[config.mk]
export PLATFORM = sky130hd
export DESIGN_NAME = i2c_master_byte_engine
export DESIGN_NICKNAME = d
export VERILOG_FILES = /design/src/hdl/i2cm_pkg.sv /design/src/hdl/i2cm_front.sv /design/src/hdl/i2cm_back.sv /design/src/hdl/i2c_master_byte_engine.sv
export SDC_FILE = /design/constraint.sdc
export NUM_CORES = 1
export LEC_CHECK = 0
export ABC_CLOCK_PERIOD_IN_PS = 11450
export BUFFER_PORTS_ARGS = -buffer_cell sky130_fd_sc_hd__buf_2
export CAP_MARGIN = 20
export CORE_ASPECT_RATIO = 0.9
export CORE_MARGIN = 2
export CORE_UTILIZATION = 32
export DETAILED_ROUTE_END_ITERATION = 10
export PLACE_DENSITY = 0.59
export SYNTH_ARGS = -nofsm -noshare
export SYNTH_HDL_FRONTEND = slang
export SYNTH_HIERARCHICAL = 1
export SYNTH_SLANG_ARGS = --single-unit
[constraint.sdc]
create_clock -name clk_i -period 11.45 [get_ports clk_i]
set_input_delay 1.145 -clock clk_i [delete_from_list [all_inputs] [get_ports clk_i]]
set_output_delay 1.145 -clock clk_i [all_outputs]
set_load 0.05 [all_outputs]
[src/hdl/i2cm_pkg.sv]
`default_nettype none

package i2cm_pkg;

  // operation codes on the input tuser field
  localparam logic [2:0] OP_TICK  = 3'd0;
  localparam logic [2:0] OP_START = 3'd1;
  localparam logic [2:0] OP_STOP  = 3'd2;
  localparam logic [2:0] OP_WRITE = 3'd3;
  localparam logic [2:0] OP_READ  = 3'd4;

  localparam logic [15:0] PHASE_TICKS_RST = 16'd4;
  localparam int unsigned QUEUE_DEPTH     = 2;

  localparam logic [4:0] SEQ_LEN_SHORT = 5'd3;
  localparam logic [4:0] SEQ_LEN_WRITE = 5'd28;
  localparam logic [4:0] SEQ_LEN_READ  = 5'd21;

  typedef enum logic [2:0] {
    K_TICK,
    K_START,
    K_STOP,
    K_WRITE,
    K_READ,
    K_NOP
  } cmd_kind_e;

  // classified item, as it sits in the queue
  typedef struct packed {
    cmd_kind_e   kind;
    logic [7:0]  data;
    logic        ack;
    logic        sda;
  } item_t;

  function automatic logic [4:0] seq_len(cmd_kind_e k);
    logic [4:0] len;
    unique case (k)
      K_WRITE: len = SEQ_LEN_WRITE;
      K_READ:  len = SEQ_LEN_READ;
      default: len = SEQ_LEN_SHORT;
    endcase
    return len;
  endfunction

endpackage

`default_nettype wire

[src/hdl/i2cm_front.sv]
`default_nettype none

module i2cm_front #(
  parameter int unsigned Depth = 2
) (
  input  wire logic          clk_i,
  input  wire logic          rst_ni,
  input  wire logic          in_valid_i,
  output logic               in_ready_o,
  input  wire logic [2:0]    in_op_i,
  input  wire logic [7:0]    in_data_i,
  input  wire logic          in_ack_i,
  input  wire logic          in_sda_i,
  output logic               q_valid_o,
  input  wire logic          q_ready_i,
  output i2cm_pkg::item_t    q_item_o
);
  import i2cm_pkg::*;

  localparam int unsigned AW = (Depth > 1) ? $clog2(Depth) : 1;
  localparam int unsigned CW = $clog2(Depth + 1);

  item_t          mem_q [Depth];
  logic [AW-1:0]  wr_ptr_q, wr_ptr_d;
  logic [AW-1:0]  rd_ptr_q, rd_ptr_d;
  logic [CW-1:0]  cnt_q, cnt_d;
  item_t          cls;
  logic           push, pop;

  // classify the operation code
  always_comb begin
    cls.data = in_data_i;
    cls.ack  = in_ack_i;
    cls.sda  = in_sda_i;
    unique case (in_op_i)
      OP_TICK:  cls.kind = K_TICK;
      OP_START: cls.kind = K_START;
      OP_STOP:  cls.kind = K_STOP;
      OP_WRITE: cls.kind = K_WRITE;
      OP_READ:  cls.kind = K_READ;
      default:  cls.kind = K_NOP;
    endcase
  end

  assign in_ready_o = (cnt_q != CW'(Depth));
  assign q_valid_o  = (cnt_q != '0);
  assign q_item_o   = mem_q[rd_ptr_q];
  assign push       = in_valid_i && in_ready_o;
  assign pop        = q_valid_o && q_ready_i;

  always_comb begin
    wr_ptr_d = wr_ptr_q;
    rd_ptr_d = rd_ptr_q;
    if (push) begin
      wr_ptr_d = (wr_ptr_q == AW'(Depth - 1)) ? '0 : wr_ptr_q + AW'(1);
    end
    if (pop) begin
      rd_ptr_d = (rd_ptr_q == AW'(Depth - 1)) ? '0 : rd_ptr_q + AW'(1);
    end
    cnt_d = cnt_q + CW'(push) - CW'(pop);
  end

  always_ff @(posedge clk_i or negedge rst_ni) begin
    if (!rst_ni) begin
      wr_ptr_q <= '0;
      rd_ptr_q <= '0;
      cnt_q    <= '0;
    end else begin
      wr_ptr_q <= wr_ptr_d;
      rd_ptr_q <= rd_ptr_d;
      cnt_q    <= cnt_d;
    end
  end

  always_ff @(posedge clk_i) begin
    if (push) begin
      mem_q[wr_ptr_q] <= cls;
    end
  end

endmodule

`default_nettype wire

[src/hdl/i2cm_back.sv]
`default_nettype none

module i2cm_back (
  input  wire logic          clk_i,
  input  wire logic          rst_ni,
  input  wire logic          cfg_we_i,
  input  wire logic [15:0]   cfg_wdata_i,
  input  wire logic          q_valid_i,
  output logic               q_ready_o,
  input  wire i2cm_pkg::item_t q_item_i,
  output logic               out_valid_o,
  input  wire logic          out_ready_i,
  output logic [15:0]        out_data_o
);
  import i2cm_pkg::*;

  logic [15:0] ticks_q;
  logic        err_q, err_d;
  logic        busy_q, busy_d;
  cmd_kind_e   cmd_q, cmd_d;
  logic [4:0]  ph_q, ph_d;
  logic [1:0]  m3_q, m3_d;      // phase index mod 3, for the write bit slots
  logic [15:0] cnt_q, cnt_d;
  logic [7:0]  shift_q, shift_d;
  logic [7:0]  rbyte_q, rbyte_d;
  logic        ackc_q, ackc_d;
  logic        scl_q, scl_d;
  logic        sdad_q, sdad_d;
  logic        done, rej;
  logic        do_ph;
  logic [15:0] limit;
  logic [16:0] cnt_inc;
  logic [4:0]  ph_next;
  logic [1:0]  m3_next;
  logic        ovalid_q;
  logic [15:0] odata_q;
  logic        step;

  assign q_ready_o = !ovalid_q || out_ready_i;
  assign step      = q_valid_i && q_ready_o;
  assign limit     = (ticks_q == '0) ? 16'd1 : ticks_q;
  assign cnt_inc   = {1'b0, cnt_q} + 17'd1;
  assign ph_next   = ph_q + 5'd1;
  assign m3_next   = (m3_q == 2'd2) ? 2'd0 : m3_q + 2'd1;

  always_comb begin
    err_d   = err_q;
    busy_d  = busy_q;
    cmd_d   = cmd_q;
    ph_d    = ph_q;
    m3_d    = m3_q;
    cnt_d   = cnt_q;
    shift_d = shift_q;
    rbyte_d = rbyte_q;
    ackc_d  = ackc_q;
    scl_d   = scl_q;
    sdad_d  = sdad_q;
    done    = 1'b0;
    rej     = 1'b0;
    do_ph   = 1'b0;

    unique case (q_item_i.kind)
      K_TICK: begin
        if (busy_q) begin
          if (cnt_inc >= {1'b0, limit}) begin
            cnt_d = '0;
            if (ph_next >= seq_len(cmd_q)) begin
              busy_d = 1'b0;
              ph_d   = '0;
              m3_d   = '0;
              done   = 1'b1;
              if (cmd_q == K_READ) begin
                rbyte_d = shift_q;
              end
              if (cmd_q == K_STOP) begin
                err_d  = 1'b0;
                scl_d  = 1'b0;
                sdad_d = 1'b0;
              end
            end else begin
              ph_d  = ph_next;
              m3_d  = m3_next;
              do_ph = 1'b1;
            end
          end else begin
            cnt_d = cnt_inc[15:0];
          end
        end
      end
      K_START, K_STOP, K_WRITE, K_READ: begin
        if (busy_q) begin
          rej = 1'b1;
        end else if (q_item_i.kind != K_STOP && err_q) begin
          done = 1'b1;
          if (q_item_i.kind == K_READ) begin
            rbyte_d = '0;
          end
        end else begin
          cmd_d  = q_item_i.kind;
          busy_d = 1'b1;
          ph_d   = '0;
          m3_d   = '0;
          cnt_d  = '0;
          if (q_item_i.kind == K_WRITE) begin
            shift_d = q_item_i.data;
          end
          if (q_item_i.kind == K_READ) begin
            shift_d = '0;
            ackc_d  = q_item_i.ack;
          end
          do_ph = 1'b1;
        end
      end
      default: ;
    endcase

    // bus phase action on the updated phase index
    if (do_ph) begin
      unique case (cmd_d)
        K_START: begin
          if (ph_d == 5'd0)      scl_d  = 1'b0;
          else if (ph_d == 5'd1) sdad_d = 1'b1;
          else                   scl_d  = 1'b1;
        end
        K_STOP: begin
          if (ph_d == 5'd0)      sdad_d = 1'b1;
          else if (ph_d == 5'd1) scl_d  = 1'b0;
          else                   sdad_d = 1'b0;
        end
        K_WRITE: begin
          if (ph_d < 5'd24) begin
            if (m3_d == 2'd0) begin
              sdad_d = ~shift_d[7];
            end else if (m3_d == 2'd1) begin
              scl_d = 1'b0;
            end else begin
              scl_d   = 1'b1;
              shift_d = {shift_d[6:0], 1'b0};
            end
          end else if (ph_d == 5'd24) begin
            sdad_d = 1'b0;
          end else if (ph_d == 5'd25) begin
            scl_d = 1'b0;
          end else if (ph_d == 5'd26) begin
            err_d = q_item_i.sda;
            scl_d = 1'b1;
          end else begin
            sdad_d = 1'b1;
          end
        end
        default: begin
          if (ph_d == 5'd0) begin
            sdad_d = 1'b0;
          end else if (ph_d <= 5'd16) begin
            if (ph_d[0]) begin
              scl_d = 1'b0;
            end else begin
              shift_d = {shift_d[6:0], q_item_i.sda};
              scl_d   = 1'b1;
            end
          end else if (ph_d == 5'd17) begin
            sdad_d = 1'b1;
          end else if (ph_d == 5'd18) begin
            sdad_d = ackc_d;
          end else if (ph_d == 5'd19) begin
            scl_d = 1'b0;
          end else begin
            scl_d = 1'b1;
          end
        end
      endcase
    end
  end

  always_ff @(posedge clk_i or negedge rst_ni) begin
    if (!rst_ni) begin
      ticks_q  <= PHASE_TICKS_RST;
      err_q    <= 1'b0;
      busy_q   <= 1'b0;
      cmd_q    <= K_TICK;
      ph_q     <= '0;
      m3_q     <= '0;
      cnt_q    <= '0;
      shift_q  <= '0;
      rbyte_q  <= '0;
      ackc_q   <= 1'b0;
      scl_q    <= 1'b0;
      sdad_q   <= 1'b0;
      ovalid_q <= 1'b0;
    end else begin
      if (cfg_we_i) begin
        ticks_q <= cfg_wdata_i;
      end
      if (step) begin
        err_q   <= err_d;
        busy_q  <= busy_d;
        cmd_q   <= cmd_d;
        ph_q    <= ph_d;
        m3_q    <= m3_d;
        cnt_q   <= cnt_d;
        shift_q <= shift_d;
        rbyte_q <= rbyte_d;
        ackc_q  <= ackc_d;
        scl_q   <= scl_d;
        sdad_q  <= sdad_d;
      end
      if (step) begin
        ovalid_q <= 1'b1;
      end else if (out_ready_i) begin
        ovalid_q <= 1'b0;
      end
    end
  end

  always_ff @(posedge clk_i) begin
    if (step) begin
      odata_q <= {2'b00, rej, err_d, rbyte_d, done, busy_d, sdad_d, scl_d};
    end
  end

  assign out_valid_o = ovalid_q;
  assign out_data_o  = odata_q;

endmodule

`default_nettype wire

[src/hdl/i2c_master_byte_engine.sv]
// I2C master byte engine: one result per accepted item, in order.
// Each item passes through its queue entry, then the result register; the back end takes
// an item only while its result slot is free or the held result is being taken.
// Throughput: one item per cycle while results are taken, each applied to back-end state.
// Ticks per bus phase come from phase_ticks; a write spans 28 phases, a read 21.
// Reset (rst_ni low, async): queue empty, both lines released, no error, phase_ticks = 4.
`default_nettype none

module i2c_master_byte_engine #(
  parameter int unsigned QueueDepth = i2cm_pkg::QUEUE_DEPTH
) (
  input  wire logic        clk_i,
  input  wire logic        rst_ni,
  // phase_ticks register
  input  wire logic        cfg_we_i,
  input  wire logic [15:0] cfg_wdata_i,
  // input stream
  input  wire logic        s_axis_tvalid,
  output logic             s_axis_tready,
  input  wire logic [15:0] s_axis_tdata,  // [7:0] data_byte, [8] send_ack, [9] sda_level
  input  wire logic [2:0]  s_axis_tuser,  // [2:0] operation
  // result stream
  output logic             m_axis_tvalid,
  input  wire logic        m_axis_tready,
  output logic [15:0]      m_axis_tdata   // [0] scl_low, [1] sda_low, [2] busy_res,
                                          // [3] done_res, [11:4] read_data,
                                          // [12] ack_error, [13] rejected
);
  import i2cm_pkg::*;

  logic  q_valid;
  logic  q_ready;
  item_t q_item;

  // front end: classify and buffer, so the input keeps flowing, until the queue is full,
  // while a result waits on the output side
  i2cm_front #(
    .Depth(QueueDepth)
  ) u_front (
    .clk_i      (clk_i),
    .rst_ni     (rst_ni),
    .in_valid_i (s_axis_tvalid),
    .in_ready_o (s_axis_tready),
    .in_op_i    (s_axis_tuser),
    .in_data_i  (s_axis_tdata[7:0]),
    .in_ack_i   (s_axis_tdata[8]),
    .in_sda_i   (s_axis_tdata[9]),
    .q_valid_o  (q_valid),
    .q_ready_i  (q_ready),
    .q_item_o   (q_item)
  );

  // back end: phase sequencer, tick counter, line drivers, result register
  i2cm_back u_back (
    .clk_i       (clk_i),
    .rst_ni      (rst_ni),
    .cfg_we_i    (cfg_we_i),
    .cfg_wdata_i (cfg_wdata_i),
    .q_valid_i   (q_valid),
    .q_ready_o   (q_ready),
    .q_item_i    (q_item),
    .out_valid_o (m_axis_tvalid),
    .out_ready_i (m_axis_tready),
    .out_data_o  (m_axis_tdata)
  );

  // a finished or skipped command never leaves the engine busy
  a_done_not_busy : assert property (@(posedge clk_i) disable iff (!rst_ni)
    m_axis_tvalid && m_axis_tdata[3] |-> !m_axis_tdata[2])
    else $error("done with busy set");

  // a rejected command only happens while a sequence runs
  a_rej_busy : assert property (@(posedge clk_i) disable iff (!rst_ni)
    m_axis_tvalid && m_axis_tdata[13] |-> m_axis_tdata[2] && !m_axis_tdata[3])
    else $error("reject outside busy");

  // queue drains into the back end whenever the result slot is free
  a_no_stall : assert property (@(posedge clk_i) disable iff (!rst_ni)
    q_valid && !m_axis_tvalid |=> m_axis_tvalid)
    else $error("back end stalled with free slot");

endmodule

`default_nettype wire
==> impl_metrics.yaml, run 1 <==
place:
  gp_congestion: 0.8931
  port_buffers: 49
  dp_hpwl_um: 10340
  place_area_um2: 6696
power:
  max-vdd-ir-drop_mv: 0.06533
  comb_power_share_pct: 39.9
  switching_share_pct: 40.78
  internal-power_mw: 0.8546
  leakage_nw: 2.985
  p_sw_mw: 0.5885
  power.density_nw_per_um2: 205.9
  power_frac_clock_pct: 21.9
  p_seq_share_pct: 38.2
global_routing:
  grt_pass1_vias: 4640
  grt_overflow: 0
  antenna_found_initial: 0
  grt_pass1_wl_um: 23620
  grt_use_total_pct: 14.61
  grt_max_degree: 69
clock_network:
  cts_tree: "built"
  clock_latency_ps: 360
  cts.path.max_buffers: 2
  h-tree-depth: 3
  path_clk_slew_ps: 70
  cts_root_buffer: "clkbuf_16"
  cts_setup_buffers: 0
  cts_resized: 0
  ctsHoldBuffers: 0
  cts_inserted_buffers: 9
  clock-sinks: 108
setup_path:
  max_stage_delay_ps: 780
  critPathMaxFanout: 19
  worstPathArrival_ps: 5950
  cpMaxStageDelayCell: "a211oi_4"
  startpoint: "u_back/cnt_q[3]"
  r2r_end: "u_back/shift_q[1]"
  path_cells: "nand4_2 > or2_2 > nor3_1 > and3_1 > nand3_1 > xnor2_1 > ha_1 > nand3_1 > nor3_2 > a311o_2 > a211oi_4 > or4_1 > and2_1 > o311ai_2 > a311oi_1 > mux2i_1 > nand2_1"
  timing.critical_path.from_type: "register"
  critPathKind: "register to register"
  critical_path.most_common_cell: "nand3_1"
  worstPathRequired_ps: 11700
  r2r_slack_ps: 5750
  worstSetupEndpointType: "register"
  timing.rr.start: "u_back/cnt_q[3]"
  rr_worst_depth: 17
synthesis:
  avgSynthCellArea_um2: 9.981
  synthCells: 622
  seq_area_frac_synth_pct: 46.78
  synth.area.top_cells: "dfrtp_1 (27%), edfxtp_1 (19%), mux2_2 (4.9%)"
  synth.most_common_cell: "nand2_1"
  synth_common_cells: "nand2_1 (77), dfrtp_1 (67), o21ai_0 (54), nor2_1 (42), edfxtp_1 (40)"
  ys_ff_latch: 108
  synth.top_cell.area_share_pct: 27.01
  synth_top_flop_cell: "dfrtp_1"
  synth_edf_count: 40
  synthesis.area_um2: 6208
  synth_top_cell_by_area: "dfrtp_1"
  yosys.cell_types.count: 73
  async_flop_share_pct: 62.96
  ys_warn_count: 6
detailed_routing:
  vias: 4818
  postRouteAntennaNets: 0
  drt_iter0_drc: 463
  first_pass_iters: 5
  wl_per_cell_um: 15.76
  drcViolationCount: 0
  wl_um: 14470
  vias_per_cell: 5.248
timing:
  fmax_mhz: 175.3
  worst_pin_slew_ps: 1055
  maxSlewHeadroom_pct: 29.04
  rsz0062_at_grt: "no"
  finalHoldViolCount: 0
  finalSetupViolations: 0
  skew_ps: 8.415
  period_minus_slack_ps: 5704
  setup-tns-final_ps: 0
  min_period_over_period_pct: 49.82
  drv_slew: 0
floorplan:
  core_um2: 19100
  die-height_um: 136.1
  die_area_um2: 20530
  fp.dieW_um: 150.8
  num_rows: 48
  start_util_pct: 32.51
  io_pins: 58
worst_hold_path:
  hold_class: "register to register"
  worstHoldStart: "u_front/wr_ptr_q"
  hold_end: "u_front/wr_ptr_q"
  min_path_cells: 1
flow_run:
  maxCapViolCount: 0
cells_and_area:
  area_delta_synth_final_pct: 12.90
  fin_area_um2: 7009
  nets: 727
  antenna_cells: 0
  drive_above_1_share_pct: 18.26
status:
  status: "complete, no violations"
-- power by group through the flow --
stage,clock network [mW],logic (mW),registers (mW)
finish,0.316,0.576,0.552
global route,0.338,0.633,0.563
CTS,0.326,0.573,0.552
detailed placement,0,0.570,0.560
global placement,0,0.567,0.559
floorplan,0,0.382,0.601
-- worst max-delay path, delay by kind of cell (launching register included) --
kind                       cells  cell delay [ps]
adders and majority gates      1              290
xor gates and xnor gates       1              240
and+or+nand+nor               10             2170
muxes                          1              260
AOI/OAI and AO/OA              4             2170
DFF                            1              450
-- layout by cell type, fill, tap and decap left out, drive strengths merged, types with 15 or more instances in the layout --
| master | Yosys | routed |
|---|---|---|
| mux2 | 27 | 27 |
| a21oi | 19 | 19 |
| dfrtp | 67 | 67 |
| a32o | 15 | 15 |
| nand2 | 77 | 77 |
| buf | 6 | 54 |
| inv | 26 | 28 |
| o21ai | 55 | 55 |
| nor2 | 42 | 42 |
| edfxtp | 40 | 40 |
| nand3 | 22 | 22 |
| ha | 24 | 24 |
-- final cells by class --
class                           count  area, um^2
Clock buffer                        9       225.2
Inverter                           26       97.59
Sequential cell                   108        2904
Tap cell                          250       312.8
Clock inverter                      7       73.82
Fill cell                        1933       12090
Multi-Input combinational cell    463        3099
Timing Repair Buffer               55       296.5
-- how the worst max path moves through the flow --
stage | depth (start not counted) | slack [ps] | end
floorplan | 17 | 6920 | u_back/shift_q[6]
global route | 17 | 5330 | u_back/shift_q[1]
detailed placement | 17 | 5810 | u_back/shift_q[1]
global placement | 17 | 5870 | u_back/shift_q[1]
CTS | 17 | 5780 | u_back/shift_q[1]
finish | 17 | 5750 | u_back/shift_q[1]
-- layer usage --
layer  global-route usage [%]  vias to the layer above  routed length (um)
met5                        0                        -                   0
li1                         -                     2393                   -
met1                    21.84                     2311                7428
met2                    21.26                      102                6223
met3                    1.980                       12                 585
met4                    5.763                        0                 227
-- registers in the layout (all words and copies together) (netlist names) --
name and count:
u_back/busy_q 1, u_back/cmd_q 3, u_front/wr_ptr_q 1, u_front/rd_ptr_q 1
u_back/cnt_q 16, u_back/ph_q 5, u_back/out_data_o 14, u_back/shift_q 8
u_back/m3_q 2, u_front/cnt_q 2, u_back/rbyte_q 8, u_back/out_valid_o 1
u_back/scl_q 1, u_front/mem_q 26, u_back/ticks_q 16, u_back/sdad_q 1
u_back/err_q 1, u_back/ackc_q 1
-- cell families (layout without fill, tap and decap cells) --
logic type,Yosys count,count (layout),share of synthesized area [%]
and+or+nand+nor,216,216,16.85
AOI/OAI and AO/OA,161,161,18.32
DFF,108,108,46.78
buffers and inverters,52,97,3.365
muxes,38,38,6.671
adders and majority gates,25,25,4.998
xor gates and xnor gates,21,21,2.963
other,1,2,0.06040
-- stage by stage --
stage	utilization (%)	total power [mW]	cells	worst slack (ps)	hold WS, ps
global route	36.70	1.534	918	5327	508.5
CTS	36.63	1.451	917	5781	494.0
floorplan	-	0.9839	623	6918	460.2
finish	36.70	1.443	918	5746	494.9
detailed placement	35.06	1.130	901	5811	479.8
global placement	35.06	1.126	901	5866	476.6
Note: power is estimated with default switching activity, not from simulation.
==> inputs of run 2 (changes only) <==
Settings changed: ABC_AREA from default to 1, ABC_CLOCK_PERIOD_IN_PS 11450 to 5800.
Clock period 11.45 ns to 5.8 ns, I/O delays scaled along.
==> impl_metrics.yaml, run 2 <==
detailed_routing:
  vias: 5326
  postRouteAntennaNets: 0
  drt_iter0_drc: 317
  wl_um: 14810
  drcViolationCount: 0
  vias_per_cell: 4.697
  wl_per_cell_um: 13.06
  first_pass_iters: 5
floorplan:
  die-height_um: 139.8
  io_pins: 58
  core_um2: 20050
  start_util_pct: 32.70
  fp.dieW_um: 154.9
  die_area_um2: 21650
  num_rows: 49
synthesis:
  synth_edf_count: 40
  synthesis.area_um2: 6555
  synth.most_common_cell: "nand2_1"
  avgSynthCellArea_um2: 7.869
  ys_ff_latch: 108
  synth.top_cell.area_share_pct: 25.58
  synth.area.top_cells: "dfrtp_1 (26%), edfxtp_1 (18%), nand2_1 (13%)"
  synthCells: 833
  synth_top_cell_by_area: "dfrtp_1"
  synth_top_flop_cell: "dfrtp_1"
  ys_warn_count: 6
  async_flop_share_pct: 62.96
  yosys.cell_types.count: 49
  seq_area_frac_synth_pct: 44.30
  synth_common_cells: "nand2_1 (228), inv_1 (108), dfrtp_1 (67), o21ai_0 (64), nor2_1 (53)"
timing:
  drv_slew: 0
  rsz0062_at_grt: "no"
  min_period_over_period_pct: 82.53
  finalHoldViolCount: 0
  period_minus_slack_ps: 4787
  worst_pin_slew_ps: 901.7
  setup-tns-final_ps: 0
  fmax_mhz: 208.9
  holdWs_ps: 409.9
  skew_ps: 6.002
  setup_ws_ps: 1013
  maxSlewHeadroom_pct: 39.74
  finalSetupViolations: 0
cells_and_area:
  largest_register: "u_front/mem_q"
  nFillCells: 2075
  largest_register_ffs: 26
  nets: 938
  instances_no_fill: 1134
  fin_area_um2: 7291
  post-route-util_pct: 36.37
  drive_above_1_share_pct: 15.13
  antenna_cells: 0
  area_delta_synth_final_pct: 11.22
  reg_top3: "u_front/mem_q: 26 flops, u_back/cnt_q: 16 flops, u_back/ticks_q: 16 flops"
  layout_common_cells: "nand2_1 (228), inv_1 (108), dfrtp_1 (67)"
  final_common_cell: "nand2_1"
clock_network:
  cts_tree: "built"
  cts_resized: 0
  h-tree-depth: 3
  path_clk_slew_ps: 70
  cts_inserted_buffers: 9
  clock-sinks: 108
  cts.path.max_buffers: 2
  cts_setup_buffers: 0
  cts_root_buffer: "clkbuf_16"
  ctsHoldBuffers: 0
  clock_latency_ps: 350
global_routing:
  antenna_found_initial: 0
  grt_pass1_wl_um: 24820
  grt_pass1_vias: 4994
  grt_use_total_pct: 14.35
  grt_overflow: 0
  grt_max_degree: 69
power:
  power.total_mw: 4.035
  max-vdd-ir-drop_mv: 0.2191
  switching_share_pct: 50.31
  power_frac_clock_pct: 14.5
  leakage_nw: 3.511
  internal-power_mw: 2.005
  power.density_nw_per_um2: 553.5
  p_seq_share_pct: 30.0
  comb_power_share_pct: 55.5
  p_sw_mw: 2.030
setup_path:
  worstPathArrival_ps: 4880
  critPathKind: "register to register"
  worstPathRequired_ps: 5890
  critPathMaxFanout: 13
  worstSetupEndpointType: "register"
  rr_worst_depth: 21
  timing.critical_path.from_type: "register"
status:
  status: "complete, no violations"
place:
  pre_cts_ws_ps: 1087
  port_buffers: 49
  dp.cells: 1117
  gp_congestion: 0.8720
  dp_hpwl_um: 10820
  place_area_um2: 7005
worst_hold_path:
  hold_class: "primary input to register"
  min_path_cells: 1
flow_run:
  maxCapViolCount: 0
run 2: final timing paths:
kind                            slack, ps                    end              start
worst min-delay path                  410    u_front/mem_q[0][6]    s_axis_tdata[4]
max in group asynchronous            4770      u_back/shift_q[0]             rst_ni
worst max register to register       1010  u_back/out_data_o[12]    u_back/cnt_q[0]
worst min register to register        480      u_back/shift_q[6]  u_back/shift_q[6]
min in group asynchronous             430     u_back/ticks_q[12]             rst_ni
worst max-delay path                 1010  u_back/out_data_o[12]    u_back/cnt_q[0]
run 2: power groups by stage:
stage	clock network (mW)	registers [mW]	logic (mW)
finish	0.585	1.21	2.24
global route	0.643	1.24	2.54
CTS	0.610	1.22	2.23
detailed placement	0	1.23	2.22
global placement	0	1.23	2.20
floorplan	0	1.37	1.62
run 2: critical path: stages, from the launching register on:
cell	delay, ps
dfrtp_1	440
nand3_1	150
nor3_1	280
nand2_1	170
nor3_1	400
nand4_1	220
nor3_1	240
xor2_1	210
inv_1	70
ha_1	300
inv_1	40
nor2_1	120
a21boi_0	230
nor2_1	90
nand3_2	220
nand3_2	150
nand2_1	400
inv_2	210
nor2_2	250
nand3_1	160
nor2_1	110
a21oi_1	70
run 2: area by class of cell:
type	instances	area, um^2	area share (%)
Tap cell	255	319.1	4.376
Multi-Input combinational cell	578	3050	41.84
Clock buffer	11	232.7	3.192
Clock inverter	5	45.04	0.6178
Timing Repair Buffer	52	267.8	3.673
Inverter	125	471.7	6.470
Sequential cell	108	2904	39.83
run 2: kinds of logic after synthesis:
family,count (synthesis),synth area share (%)
AOI/OAI and AO/OA,139,11.76
DFF,108,44.30
and+or+nand+nor,397,27.93
xor gates and xnor gates,15,2.004
muxes,1,0.1527
adders and majority gates,24,4.581
buffers and inverters,148,9.219
other,1,0.05721
run 2: layer usage:
metal,vias to the layer above,GRT usage (%),part of all wire [%]
met2,93,20.87,42
met4,0,4.532,1.4
met5,-,0,0
li1,2787,-,-
met3,13,2.429,3.8
met1,2433,21.61,53
